<file path="src/sv/button_click_long_press_classifier_unit_defines.svh">
// Assertion macros for the button click / long-press classifier.
// Used by the top level; depends on nothing else.
`ifndef BUTTON_CLICK_LONG_PRESS_CLASSIFIER_UNIT_DEFINES_SVH
`define BUTTON_CLICK_LONG_PRESS_CLASSIFIER_UNIT_DEFINES_SVH

// Same-cycle implication, disabled during reset.
`define BCLPC_ASSERT_NOW(label, clk, rst_n, ante, cons, msg) \
    label: assert property (@(posedge clk) disable iff (!rst_n) (ante) |-> (cons)) \
        else $error(msg);

// Next-cycle implication, disabled during reset.
`define BCLPC_ASSERT_NEXT(label, clk, rst_n, ante, cons, msg) \
    label: assert property (@(posedge clk) disable iff (!rst_n) (ante) |=> (cons)) \
        else $error(msg);

`endif

</file>
<file path="src/sv/bclpc_pkg.sv">
// Shared types and codes for the button click / long-press classifier.
// No dependencies.
`timescale 1ns / 1ps

package bclpc_pkg;

    localparam int unsigned FUNC_W  = 2;
    localparam int unsigned EVENT_W = 3;
    localparam int unsigned COUNT_W = 16;
    localparam int unsigned NUM_BTN = 3;

    localparam logic [COUNT_W-1:0] LONG_PRESS_RESET = 16'd60;
    localparam logic [COUNT_W-1:0] HOLD_MAX         = 16'hFFFF;

    // Item kinds
    localparam logic [FUNC_W-1:0] FUNC_PIN_CHANGE = 2'd0;
    localparam logic [FUNC_W-1:0] FUNC_TICK       = 2'd1;
    localparam logic [FUNC_W-1:0] FUNC_READ       = 2'd2;

    // Event codes
    localparam logic [EVENT_W-1:0] EV_NONE     = 3'd0;
    localparam logic [EVENT_W-1:0] EV_B1_CLICK = 3'd1;
    localparam logic [EVENT_W-1:0] EV_B2_CLICK = 3'd2;
    localparam logic [EVENT_W-1:0] EV_B3_CLICK = 3'd3;
    localparam logic [EVENT_W-1:0] EV_B1_LONG  = 3'd4;

    typedef struct packed {
        logic [FUNC_W-1:0]  func;
        logic [NUM_BTN-1:0] levels;   // bit 0 = button one, 0 means pressed
    } t_item;

    typedef struct packed {
        logic               sampling_active;
        logic [EVENT_W-1:0] pending_code;
        logic [EVENT_W-1:0] event_code;
    } t_result;

endpackage

</file>
<file path="src/sv/bclpc_core.sv">
// Classifier state and next-state logic: press set, hold counter, long flag,
// pending event, timer flag and the long-press limit. Depends on bclpc_pkg.
`timescale 1ns / 1ps

module bclpc_core (
    input  logic                              i_clk,
    input  logic                              i_rst_n,
    input  logic                              i_cfg_we,
    input  logic [bclpc_pkg::COUNT_W-1:0]     i_cfg_wdata,
    input  logic                              i_step,
    input  bclpc_pkg::t_item                  i_item,
    output bclpc_pkg::t_result                o_res
);

    logic [bclpc_pkg::COUNT_W-1:0] r_long_ticks;
    logic [bclpc_pkg::NUM_BTN-1:0] r_pressed, n_pressed;
    logic [bclpc_pkg::COUNT_W-1:0] r_hold, n_hold;
    logic                          r_long_seen, n_long_seen;
    logic [bclpc_pkg::EVENT_W-1:0] r_pending, n_pending;
    logic                          r_running, n_running;
    logic [bclpc_pkg::EVENT_W-1:0] ev;
    logic [bclpc_pkg::NUM_BTN-1:0] now;
    logic [bclpc_pkg::COUNT_W-1:0] hold_inc;

    assign now      = ~i_item.levels;
    assign hold_inc = (r_hold == bclpc_pkg::HOLD_MAX) ? r_hold
                                                      : r_hold + bclpc_pkg::COUNT_W'(1);

    always_comb begin
        n_pressed   = r_pressed;
        n_hold      = r_hold;
        n_long_seen = r_long_seen;
        n_pending   = r_pending;
        n_running   = r_running;
        ev          = bclpc_pkg::EV_NONE;
        case (i_item.func)
            bclpc_pkg::FUNC_PIN_CHANGE: begin
                n_running = 1'b1;
            end
            bclpc_pkg::FUNC_TICK: begin
                if (r_running) begin
                    if (now != '0) begin
                        n_pressed = now;
                        n_hold    = hold_inc;
                        if (now[0] && (hold_inc > r_long_ticks) && !r_long_seen) begin
                            n_long_seen = 1'b1;
                            n_pending   = bclpc_pkg::EV_B1_LONG;
                        end
                    end else begin
                        // all released: a single-button press becomes a click, except button one after a long press
                        if (r_pressed == 3'b001 && !r_long_seen) begin
                            n_pending = bclpc_pkg::EV_B1_CLICK;
                        end else if (r_pressed == 3'b010) begin
                            n_pending = bclpc_pkg::EV_B2_CLICK;
                        end else if (r_pressed == 3'b100) begin
                            n_pending = bclpc_pkg::EV_B3_CLICK;
                        end
                        n_pressed   = '0;
                        n_hold      = '0;
                        n_long_seen = 1'b0;
                        n_running   = 1'b0;
                    end
                end
            end
            bclpc_pkg::FUNC_READ: begin
                ev        = r_pending;
                n_pending = bclpc_pkg::EV_NONE;
            end
            default: begin
            end
        endcase
    end

    assign o_res.event_code      = ev;
    assign o_res.pending_code    = n_pending;
    assign o_res.sampling_active = n_running;

    always_ff @(posedge i_clk) begin
        if (!i_rst_n) begin
            r_long_ticks <= bclpc_pkg::LONG_PRESS_RESET;
            r_pressed    <= '0;
            r_hold       <= '0;
            r_long_seen  <= 1'b0;
            r_pending    <= bclpc_pkg::EV_NONE;
            r_running    <= 1'b0;
        end else begin
            if (i_cfg_we) begin
                r_long_ticks <= i_cfg_wdata;
            end
            if (i_step) begin
                r_pressed   <= n_pressed;
                r_hold      <= n_hold;
                r_long_seen <= n_long_seen;
                r_pending   <= n_pending;
                r_running   <= n_running;
            end
        end
    end

endmodule

</file>
<file path="src/sv/button_click_long_press_classifier_unit.sv">
// Top level of the button click / long-press classifier: input register,
// result register and stream handshakes. Depends on bclpc_pkg, bclpc_core
// and button_click_long_press_classifier_unit_defines.svh.
//
//   channel   | dir | handshake                | payload
//   ----------+-----+--------------------------+---------------------------------
//   s_axis    | in  | tvalid / tready          | tdata: levels, tuser: func
//   m_axis    | out | tvalid / tready          | tdata: event, pending, active
//   cfg       | in  | write enable, no wait    | long_press_ticks
//
// One word per cycle while the output is not stalled; an accepted word passes
// through the input register, then the result register.
// The state update is combinational between the two registers.
// A stalled output holds its word; the input register still takes one more.
// Synchronous active-low reset empties both registers and resets all state.
`timescale 1ns / 1ps
`include "button_click_long_press_classifier_unit_defines.svh"

module button_click_long_press_classifier_unit (
    input  logic        i_clk,
    input  logic        i_rst_n,
    input  logic        i_cfg_we,
    input  logic [15:0] i_cfg_wdata,      // long_press_ticks
    input  logic        i_s_axis_tvalid,
    output logic        o_s_axis_tready,
    input  logic [7:0]  i_s_axis_tdata,   // [0] level_one, [1] level_two, [2] level_three
    input  logic [1:0]  i_s_axis_tuser,   // [1:0] func
    output logic        o_m_axis_tvalid,
    input  logic        i_m_axis_tready,
    output logic [7:0]  o_m_axis_tdata    // [2:0] event_code, [5:3] pending_code,
                                          // [6] sampling_active
);

    logic                 r_in_vld;
    bclpc_pkg::t_item     r_in;
    logic                 r_out_vld;
    bclpc_pkg::t_result   r_out;
    bclpc_pkg::t_result   res;
    logic                 advance;

    assign advance         = r_in_vld && (!r_out_vld || i_m_axis_tready);
    assign o_s_axis_tready = !r_in_vld || advance;

    bclpc_core u_core (
        .i_clk       (i_clk),
        .i_rst_n     (i_rst_n),
        .i_cfg_we    (i_cfg_we),
        .i_cfg_wdata (i_cfg_wdata),
        .i_step      (advance),
        .i_item      (r_in),
        .o_res       (res)
    );

    always_ff @(posedge i_clk) begin
        if (!i_rst_n) begin
            r_in_vld  <= 1'b0;
            r_out_vld <= 1'b0;
        end else begin
            if (o_s_axis_tready) begin
                r_in_vld <= i_s_axis_tvalid;
            end
            if (advance) begin
                r_out_vld <= 1'b1;
            end else if (i_m_axis_tready) begin
                r_out_vld <= 1'b0;
            end
        end
    end

    // payload registers, no reset
    always_ff @(posedge i_clk) begin
        if (o_s_axis_tready && i_s_axis_tvalid) begin
            r_in.func   <= i_s_axis_tuser;
            r_in.levels <= i_s_axis_tdata[2:0];
        end
        if (advance) begin
            r_out <= res;
        end
    end

    assign o_m_axis_tvalid = r_out_vld;
    assign o_m_axis_tdata  = {1'b0, r_out.sampling_active, r_out.pending_code,
                              r_out.event_code};

    `BCLPC_ASSERT_NOW(a_read_clears, i_clk, i_rst_n, r_out_vld && (r_out.event_code != bclpc_pkg::EV_NONE), r_out.pending_code == bclpc_pkg::EV_NONE, "read returned an event but left one pending")
    `BCLPC_ASSERT_NOW(a_pending_legal, i_clk, i_rst_n, r_out_vld, r_out.pending_code <= bclpc_pkg::EV_B1_LONG, "pending code out of range")
    `BCLPC_ASSERT_NEXT(a_advance_fills, i_clk, i_rst_n, advance, r_out_vld, "processed word did not reach the result register")
    `BCLPC_ASSERT_NEXT(a_in_held, i_clk, i_rst_n, r_in_vld && !advance, r_in_vld, "stalled input word was dropped")

endmodule
</file>
<file path="config.mk">
export PLATFORM = sky130hd
export DESIGN_NAME = button_click_long_press_classifier_unit
export DESIGN_NICKNAME = d
export VERILOG_FILES = /design/src/sv/bclpc_pkg.sv /design/src/sv/bclpc_core.sv /design/src/sv/button_click_long_press_classifier_unit.sv
export VERILOG_INCLUDE_DIRS = /design/src /design/src/sv
export SDC_FILE = /design/constraint.sdc
export NUM_CORES = 1
export LEC_CHECK = 0
export BUFFER_PORTS_ARGS = -buffer_cell sky130_fd_sc_hd__buf_2
export CORE_UTILIZATION = 36
export CTS_BUF_LIST = sky130_fd_sc_hd__clkbuf_8
export DETAILED_ROUTE_END_ITERATION = 6
export PLACE_DENSITY_LB_ADDON = 0.08
export SLEW_MARGIN = 20
export SYNTH_ARGS = -nofsm -noshare
export SYNTH_HDL_FRONTEND = slang
export SYNTH_SLANG_ARGS = --single-unit
</file>
<file path="constraint.sdc">
create_clock -name i_clk -period 2.9 [get_ports i_clk]
set_clock_uncertainty 0.05 [all_clocks]
set_input_delay 0.435 -clock i_clk [delete_from_list [all_inputs] [get_ports i_clk]]
set_output_delay 0.435 -clock i_clk [all_outputs]
set_load 0.005 [all_outputs]
</file>
# Word-level counts from Yosys, hierarchy flattened
# Index checks and enable logic that the tools add are counted.
[totals]
regBits = 54
inputBits = 31
output_inout_bits = 10
wordCells = 55
[op_classes]
add_sub_neg = 1
n_lt_le_gt_ge = 1
eq_ne = 7
n_mux = 17
n_bitwise = 1
reduce_logical = 15
[op_table]
columns = ["operator", "count"]
rows = [
  ["$mux W16", 2],
  ["$mux W3", 7],
  ["$add A16 B1 Y16 const B", 1],
  ["$eq A16 B16 Y1 const B", 1],
  ["$gt A16 B16 Y1", 1],
  ["$mux W1", 6],
  ["$pmux W3 S2", 1],
  ["$logic_and A1 B1 Y1", 5],
  ["$reduce_and A4 Y1", 1],
  ["$eq A3 B1 Y1 const B", 1],
  ["$eq A3 B2 Y1 const B", 1],
  ["$eq A3 B3 Y1 const B", 1],
  ["$logic_not A1 Y1", 3],
  ["$not A3 Y3", 1],
  ["$reduce_and A3 Y1", 1],
  ["$reduce_bool A3 Y1", 1],
  ["$eq A2 B1 Y1 const B", 1],
  ["$eq A2 B2 Y1 const B", 1],
  ["$logic_not A2 Y1", 1],
  ["$logic_or A1 B1 Y1", 2],
  ["$ne A2 B2 Y1 const B", 1],
  ["$pmux W1 S2", 1],
  ["$reduce_bool A2 Y1", 1],
]

# Depth between registers and ports, before layout
# Gate-level depths: netlist of the first run.
[logic_depth]
depth_word = 9
mapped_depth = 13
depth_no_buf = 13

# By module
# From an unflattened synthesis of the first run, not the netlist that was laid out.
[unflattened]
cells_unflattened = 334
area_unflattened_um2 = 3059.2
[modules_own_cells]
columns = ["mod", "n_inst", "cells_each", "area_each_um2", "seq_area_each_um2"]
rows = [
  ["bclpc_core", 1, 311, 2583.7, 800.8],
  ["button_click_long_press_classifier_unit", 1, 23, 475.5, 400.4],
]

# Least setup slack after synthesis of the first run
# Ideal clock, no wire load.
[synth_path]
path_kind = "reg-to-reg"
start = "register u_core.r_hold[0] (netlist bit)"
end = "register r_out (netlist bit o_m_axis_tdata[4]), data pin"
setup_ps = 254
arrival_time_ps = 2798
t_required_ps = 2596
path_slack_ps = -202
path_stages_with_launch = 13
path_buffers = 0
period_less_slack_ps = 3102
path_cell_list = "dfxtp_1 ha_1 nand2_1 nor3_4 nand2_1 mux2_4 ha_1 nor2b_1 o211ai_1 a2111o_1 a311oi_2 o21ai_0 a21o_1"
[synth_lines]
columns = ["element", "line", "source"]
rows = [
  ["from (decl)", "bclpc_core.sv:17", "logic [bclpc_pkg::COUNT_W-1:0] r_hold, n_hold;"],
  ["from (signal assigned)", "bclpc_core.sv:92", "r_hold <= n_hold;"],
  ["to (signal assigned)", "button_click_long_press_classifier_unit.sv:77", "r_out <= res;"],
  ["to (decl)", "button_click_long_press_classifier_unit.sv:37", "bclpc_pkg::t_result r_out;"],
]

==> impl_metrics.ini, run 1 <==
[worst_setup_path]
crit_type = flip-flop to flip-flop
rrSetupSlack_ns = -0.30
cp_max_fo = 3
slowest_stage = nor4b_1
cp-start-kind = flip-flop
reg2reg_depth = 11
r2r_end = o_m_axis_tdata[4]
cpPeakStageDelay_ns = 0.46
end_kind = flip-flop
cp.required_ns = 2.93
cp.arrival_ns = 3.23
rr_startpoint = u_core.r_hold[1]
path_cells = ha_4 > nand2_4 > buf_4 > nor4b_1 > xor2_1 > ha_1 > nand4_1 > a2111o_1 > a311oi_4 > o21ai_1 > a21o_1
cp-endpoint = o_m_axis_tdata[4]
startpoint = u_core.r_hold[1]

[clocking]
htreeDepth = 2
cts.sinks = 54
clock-root-buffer = clkbuf_8
clk_pin_slew_ns = 0.10
cts_buffers = 5
clockBufferDepth = 2
ctsHoldBuffers = 0
clk_latency_ns = 0.31
tritoncts = built

[power]
powerDensity_nw_per_um2 = 395
p_leak_nw = 1.71
ir_drop_v = 0.000194

[drt]
route.detailed.wl_per_inst_um = 14.0
drt_first_pass_iters = 4
ant_nets = 0
drc = 0
routed_via_density = 5.09
vias = 2629
first_iter_violations = 129
wl_mm = 7.25

[floorplanning]
pin_count = 41
core_um2 = 8260
die_y_um = 94.6
die_area_um2 = 8960
rows = 33
die_w_um = 94.6
start_util_pct = 37.4

[sta]
worst_slack_ns = -0.296
holdWs_ns = 0.237
min_period_over_period_pct = 110
slew_violations = 0
setup-violations-final = 7
hold_viol = 0
period_minus_slack_ns = 3.20
rsz0062_at_grt = true
max_freq_mhz = 313
worstMarginPinSlew_ns = 0.610
relSlewSlack_pct = 59.3

[layout]
nets = 462
num_antenna_cells = 0
fill_cells = 833
layout_commonest_cell = buf_4
drive_gt1_share_pct = 28.9
area_growth_pct = 27.0
final_cell_mix = 47 x buf_4, 36 x dfxtp_1, 34 x buf_2, 32 x nand2_1, 23 x inv_1

[grt]
grt_pass1_wl_mm = 11.9
grt_max_degree = 36
grt_use_total_pct = 17.4
grt_overflow = 0
grt_pass1_vias = 2481
grt_antenna_before_repair = 0

[synthesis]
ys_warn_count = 0
syn_nets = 389
syn-cell-area_um2 = 3090
synth_seq_area_share_pct = 38.9
synth_edf_count = 12
ys_ff_latch = 54
synthDominantCellAreaShare_pct = 27.2
synth_flop_cell = dfxtp_1
yosys.area.top_type = dfxtp_1
ys_types = 55
synthArstFlopShare_pct = 0
synth_cells = 338
netlist_top_cells_area = dfxtp_1 27%, edfxtp_1 12%, ha_1 8.1%, mux2i_1 4.5%, nand2_1 4.1%
syn_area_per_cell_um2 = 9.14

[run_status]
violations = negative setup slack
status = complete, but fails checks

[min_path]
min_path_type = input pin to flip-flop

[placed_design]
gp_congestion = 0.784
pre_cts_ws_ns = -0.332
dp_hpwl_mm = 5.36
io_buffers = 34

[flow_run]
drv_cap = 0
-- through the flow --
step	instances	cell area, µm²	power [mW]	util, %	setup TNS, ns
6_report	517	3920	1.55	47.5	-1.37
5_1_grt	517	3920	1.62	47.5	-2.21
4_1_cts	515	3850	1.56	46.6	-1.12
3_5_place_dp	507	3700	0.963	44.8	-1.18
3_3_place_gp	507	3700	0.959	44.8	-1.05
2_1_floorplan	338	3140	0.910	-	-0.118
-- routing by layer --
metal	wire length (µm)	GRT usage (%)
met3	212	3.14
met5	0	0
met2	3360	28.5
met1	3600	23.4
met4	73	4.17
-- cells by family after synthesis --
| family | after synthesis | share of synthesized area (%) |
|---|---|---|
| xor+xnor | 12 | 3.40 |
| mux | 18 | 6.24 |
| flops | 54 | 38.9 |
| buf+inv | 38 | 5.06 |
| fa+ha+maj | 20 | 8.10 |
| other cells | 1 | 0.121 |
| compound gates | 73 | 16.3 |
| simple gates | 122 | 21.9 |
-- where the power goes --
part	leakage (nW)	internal, mW	switching (mW)
Combinational	1.18	0.0625	0.0815
Clock	0.0658	0.342	0.261
Sequential	0.463	0.791	0.0125
Total	1.71	1.20	0.355
-- flip-flops by register name (all words and copies together) (netlist names) --
signal	count
u_core.r_hold	16
u_core.r_long_ticks	16
o_m_axis_tvalid	1
u_core.r_running	1
o_m_axis_tdata	7
u_core.r_pressed	3
r_in	5
u_core.r_long_seen	1
u_core.r_pending	3
r_in_vld	1
-- critical path, delay by kind of cell (launching register included) --
family	cells	cell delay (ns)
AOI/OAI and AO/OA	4	1.08
xor gates and xnor gates	1	0.16
adders and majority gates	2	0.46
buffers and inverters	1	0.15
DFF	1	0.37
and+or+nand+nor	3	0.70
-- synthesized netlist by cell type, types with 3 or more instances --
cell type,n
dfxtp_1,42
nor4_1,4
o21ai_0,16
and2_1,6
a32o_1,5
mux2i_1,14
clkbuf_1,10
o31ai_1,3
a22oi_1,4
a31oi_1,5
nand3_1,10
nand2_1,34
edfxtp_1,12
inv_1,23
ha_1,20
xnor2_1,7
o211ai_1,7
nor3_1,4
a21oi_1,14
nor2_1,18
buf_4,3
nand3b_1,3
o211a_1,3
xor2_1,5
nor2b_1,20
nand4_1,9
-- worst min path at each step --
stage,from,endpoint,depth (start not counted)
2_1_floorplan,u_core.r_long_ticks[2],u_core.r_long_ticks[2],2
3_3_place_gp,u_core.r_long_ticks[2],u_core.r_long_ticks[2],2
3_5_place_dp,u_core.r_long_ticks[5],u_core.r_long_ticks[5],2
4_1_cts,i_s_axis_tdata[1],r_in[1],1
5_1_grt,i_s_axis_tdata[1],r_in[1],1
6_report,i_s_axis_tdata[1],r_in[1],1
-- final cells by class --
cell class | instances | area (µm²) | share of cell area, %
Clock buffer | 5 | 68.8 | 1.75
Clock inverter | 3 | 63.8 | 1.63
Inverter | 23 | 86.3 | 2.20
Multi-Input combinational cell | 246 | 1840 | 46.8
Sequential cell | 54 | 1210 | 30.9
Tap cell | 105 | 131 | 3.35
Timing Repair Buffer | 81 | 523 | 13.3
-- timing repair --
| action | CTS | global route |
|---|---|---|
| setup endpoints to repair | 6 | 7 |
| resized for setup | 3 | 12 |
| pin swaps | 8 | 13 |
| setup buffers | 0 | 3 |
Note: power is estimated with default switching activity, not from simulation.
==> inputs of run 2 (changes only) <==
- SYNTH_HIERARCHICAL: not set -> 1
==> run 2 against run 1 <==
The run still ends with negative setup slack left. Largest power group unchanged. Critical path type unchanged. Fmax grew 4.0%. Hold slack gained 0.013 ns. Register-to-register slack gained 0.12 ns. Via count decreased by 0.65%.
==> impl_metrics.ini, run 2 <==
[run_status]
status = complete, but fails checks
violations = negative setup slack

[sta]
max_freq_mhz = 326
period_minus_slack_ns = 3.07
hold_viol = 0
slew_violations = 0
setup-violations-final = 6
holdWs_ns = 0.250
min_period_over_period_pct = 106
worst_slack_ns = -0.172
rsz0062_at_grt = true

[power]
finalPower_mw = 1.38
p_leak_nw = 1.71
ir_drop_v = 0.000191
powerDensity_nw_per_um2 = 344

[min_path]
min_to = r_in[3]
min_from = i_s_axis_tuser[0]
min_path_cells = 1
min_path_type = input pin to flip-flop

[synthesis]
synth-adder-area-share_pct = 8.18
synth_edf_count = 12
synth_flop_cell = dfxtp_1
synth-compound-area-share_pct = 16.6
synth-simple-area-share_pct = 22.6
synth_common_cells = 42 x dfxtp_1, 34 x nor2_1, 25 x nand2_1, 22 x inv_1, 20 x ha_1
ys_types = 60
synth.most_common_cell = dfxtp_1
synth_xor_area_share_pct = 3.15
netlist_top_cells_area = dfxtp_1 27%, edfxtp_1 12%, ha_1 8.2%, nor2_1 4.2%, mux2i_1 3.9%
syn_nets = 385
yosys.area.top_type = dfxtp_1
synth_top_family_by_area = simple AND/OR/NAND/NOR gates
synthDominantCellAreaShare_pct = 27.5
synthMuxAreaShare_pct = 4.79
ys_ff_latch = 54
ys_warn_count = 6
syn_area_per_cell_um2 = 9.16
synthArstFlopShare_pct = 0
synth_cells = 334
synth_seq_area_share_pct = 39.3
syn-cell-area_um2 = 3060

[grt]
grt_max_degree = 22
grt_pass1_wl_mm = 12.0
grt_pass1_vias = 2482
met3_usage_pct = 3.07
grt_use_total_pct = 17.4
use_met1_pct = 24.0
grt_overflow = 0
met2_usage_pct = 27.8
grt_antenna_before_repair = 0
grt_busiest_layer = met2

[clocking]
cts_buffers = 5
clockBufferDepth = 2
htreeDepth = 2
clk_latency_ns = 0.30
tritoncts = built
ctsHoldBuffers = 0
clk_pin_slew_ns = 0.10
clock-root-buffer = clkbuf_8
cts.sinks = 54

[drt]
drc = 0
route.detailed.wl_per_inst_um = 13.8
first_iter_violations = 69
vias = 2612
wl_mm = 7.11
routed_via_density = 5.07
drt_first_pass_iters = 4
ant_nets = 0

[layout]
num_antenna_cells = 0
drive_gt1_share_pct = 34.4
design_area_um2 = 4000
layout_commonest_cell = buf_4
final_cell_mix = 44 x buf_4, 39 x dfxtp_1, 34 x buf_2, 28 x nor2_1, 22 x inv_1
nets = 460
area_growth_pct = 30.9

[worst_setup_path]
crit_type = flip-flop to flip-flop
cp.depth = 13
cp_max_fo = 4
reg2reg_depth = 13
path_cells = ha_4 > and3_4 > and2b_4 > a21bo_1 > nor2_2 > xor2_1 > ha_1 > nand4_1 > nor4_4 > a21bo_1 > nand4_4 > nand3_4 > a31o_1
r2r_end = o_m_axis_tdata[4]
critPathTopFamily = simple AND/OR/NAND/NOR gates
path_common_cell = a21bo_1
cp.arrival_ns = 3.09
cp.required_ns = 2.92
path_buf_inv = 0
rr_startpoint = u_core/r_hold[0]
slowest_stage = dfxtp_4
end_kind = flip-flop
cpPeakStageDelay_ns = 0.37
rrSetupSlack_ns = -0.17
cp-start-kind = flip-flop

[placed_design]
io_buffers = 34
dp_hpwl_mm = 5.33
gp_congestion = 0.837
pre_cts_ws_ns = -0.318
place_area_um2 = 3630

[floorplanning]
die_w_um = 94.2
core_um2 = 8220
pin_count = 41
rows = 33
die_area_um2 = 8870
start_util_pct = 37.2
die_y_um = 94.2

[flow_run]
drv_cap = 0
run 2: cell count changes after synthesis, sizes merged, moves of 5 or more:
cell,delta
nand3,+5
nand2,-9
and3,+7
nor2,+18
a22o,+6
nor2b,-15
run 2: layer usage:
metal / vias to the layer above / part of all wire [%]
met1: 1229 / 49
met5: - / 0
met3: 9 / 1.7
met2: 26 / 47
met4: 0 / 1.7
li1: 1348 / -
run 2: per-stage QoR:
stage / utilization [%] / TNS [ns] / std cells
after floorplan: - / -0.0264 / 334
final: 48.7 / -0.732 / 515
after CTS: 47.1 / -0.759 / 512
after detailed placement: 44.2 / -1.48 / 501
after global placement: 44.2 / -1.21 / 501
after global routing: 48.7 / -1.73 / 515
run 2: cells by family (layout without fill, tap and decap cells):
kind of cell    after synthesis  after routing
compound gates               75             75
other cells                   1              1
fa+ha+maj                    20             20
simple gates                121            121
xor+xnor                     11             11
flops                        54             54
mux                          14             14
buf+inv                      38            114
run 2: power by group:
group | internal, mW | leakage, nW | switching (mW)
Sequential | 0.791 | 0.462 | 0.0148
Combinational | 0.0633 | 1.21 | 0.0837
Clock | 0.170 | 0.0441 | 0.253
run 2: final cells by class:
class                           instances  area, µm²
Multi-Input combinational cell        242       1930
Timing Repair Buffer                   83        557
Inverter                               23       86.3
Tap cell                              105        131
Clock buffer                            5       68.8
Clock inverter                          3       21.3
Sequential cell                        54       1210
Fill cell                             795       4210
run 2: repair_timing:
| action | in CTS | in global routing |
|---|---|---|
| pin swaps | 22 | 15 |
| buffers inserted | 3 | 4 |
| endpoints found under the setup margin | 7 | 7 |
| resized for setup | 24 | 21 |
| cloned | 0 | 0 |
run 2: worst reg2reg max path: cells and delay by family, from the launching register on:
family / cells / cell delay (ns)
DFF: 1 / 0.37
adders and majority gates: 2 / 0.49
and+or+nand+nor: 7 / 1.18
xor gates and xnor gates: 1 / 0.10
AOI/OAI and AO/OA: 3 / 0.66
run 2: how the worst max path moves through the flow:
| stage | slack (ns) | start | to |
|---|---|---|---|
| 2_1_floorplan | -0.01 | u_core/r_hold[0] | o_m_axis_tdata[3] |
| 3_3_place_gp | -0.26 | u_core/r_hold[1] | o_m_axis_tdata[3] |
| 3_5_place_dp | -0.32 | u_core/r_hold[1] | o_m_axis_tdata[4] |
| 4_1_cts | -0.17 | u_core/r_hold[0] | o_m_axis_tdata[5] |
| 5_1_grt | -0.32 | u_core/r_hold[0] | o_m_axis_tdata[4] |
| 6_report | -0.17 | u_core/r_hold[0] | o_m_axis_tdata[4] |
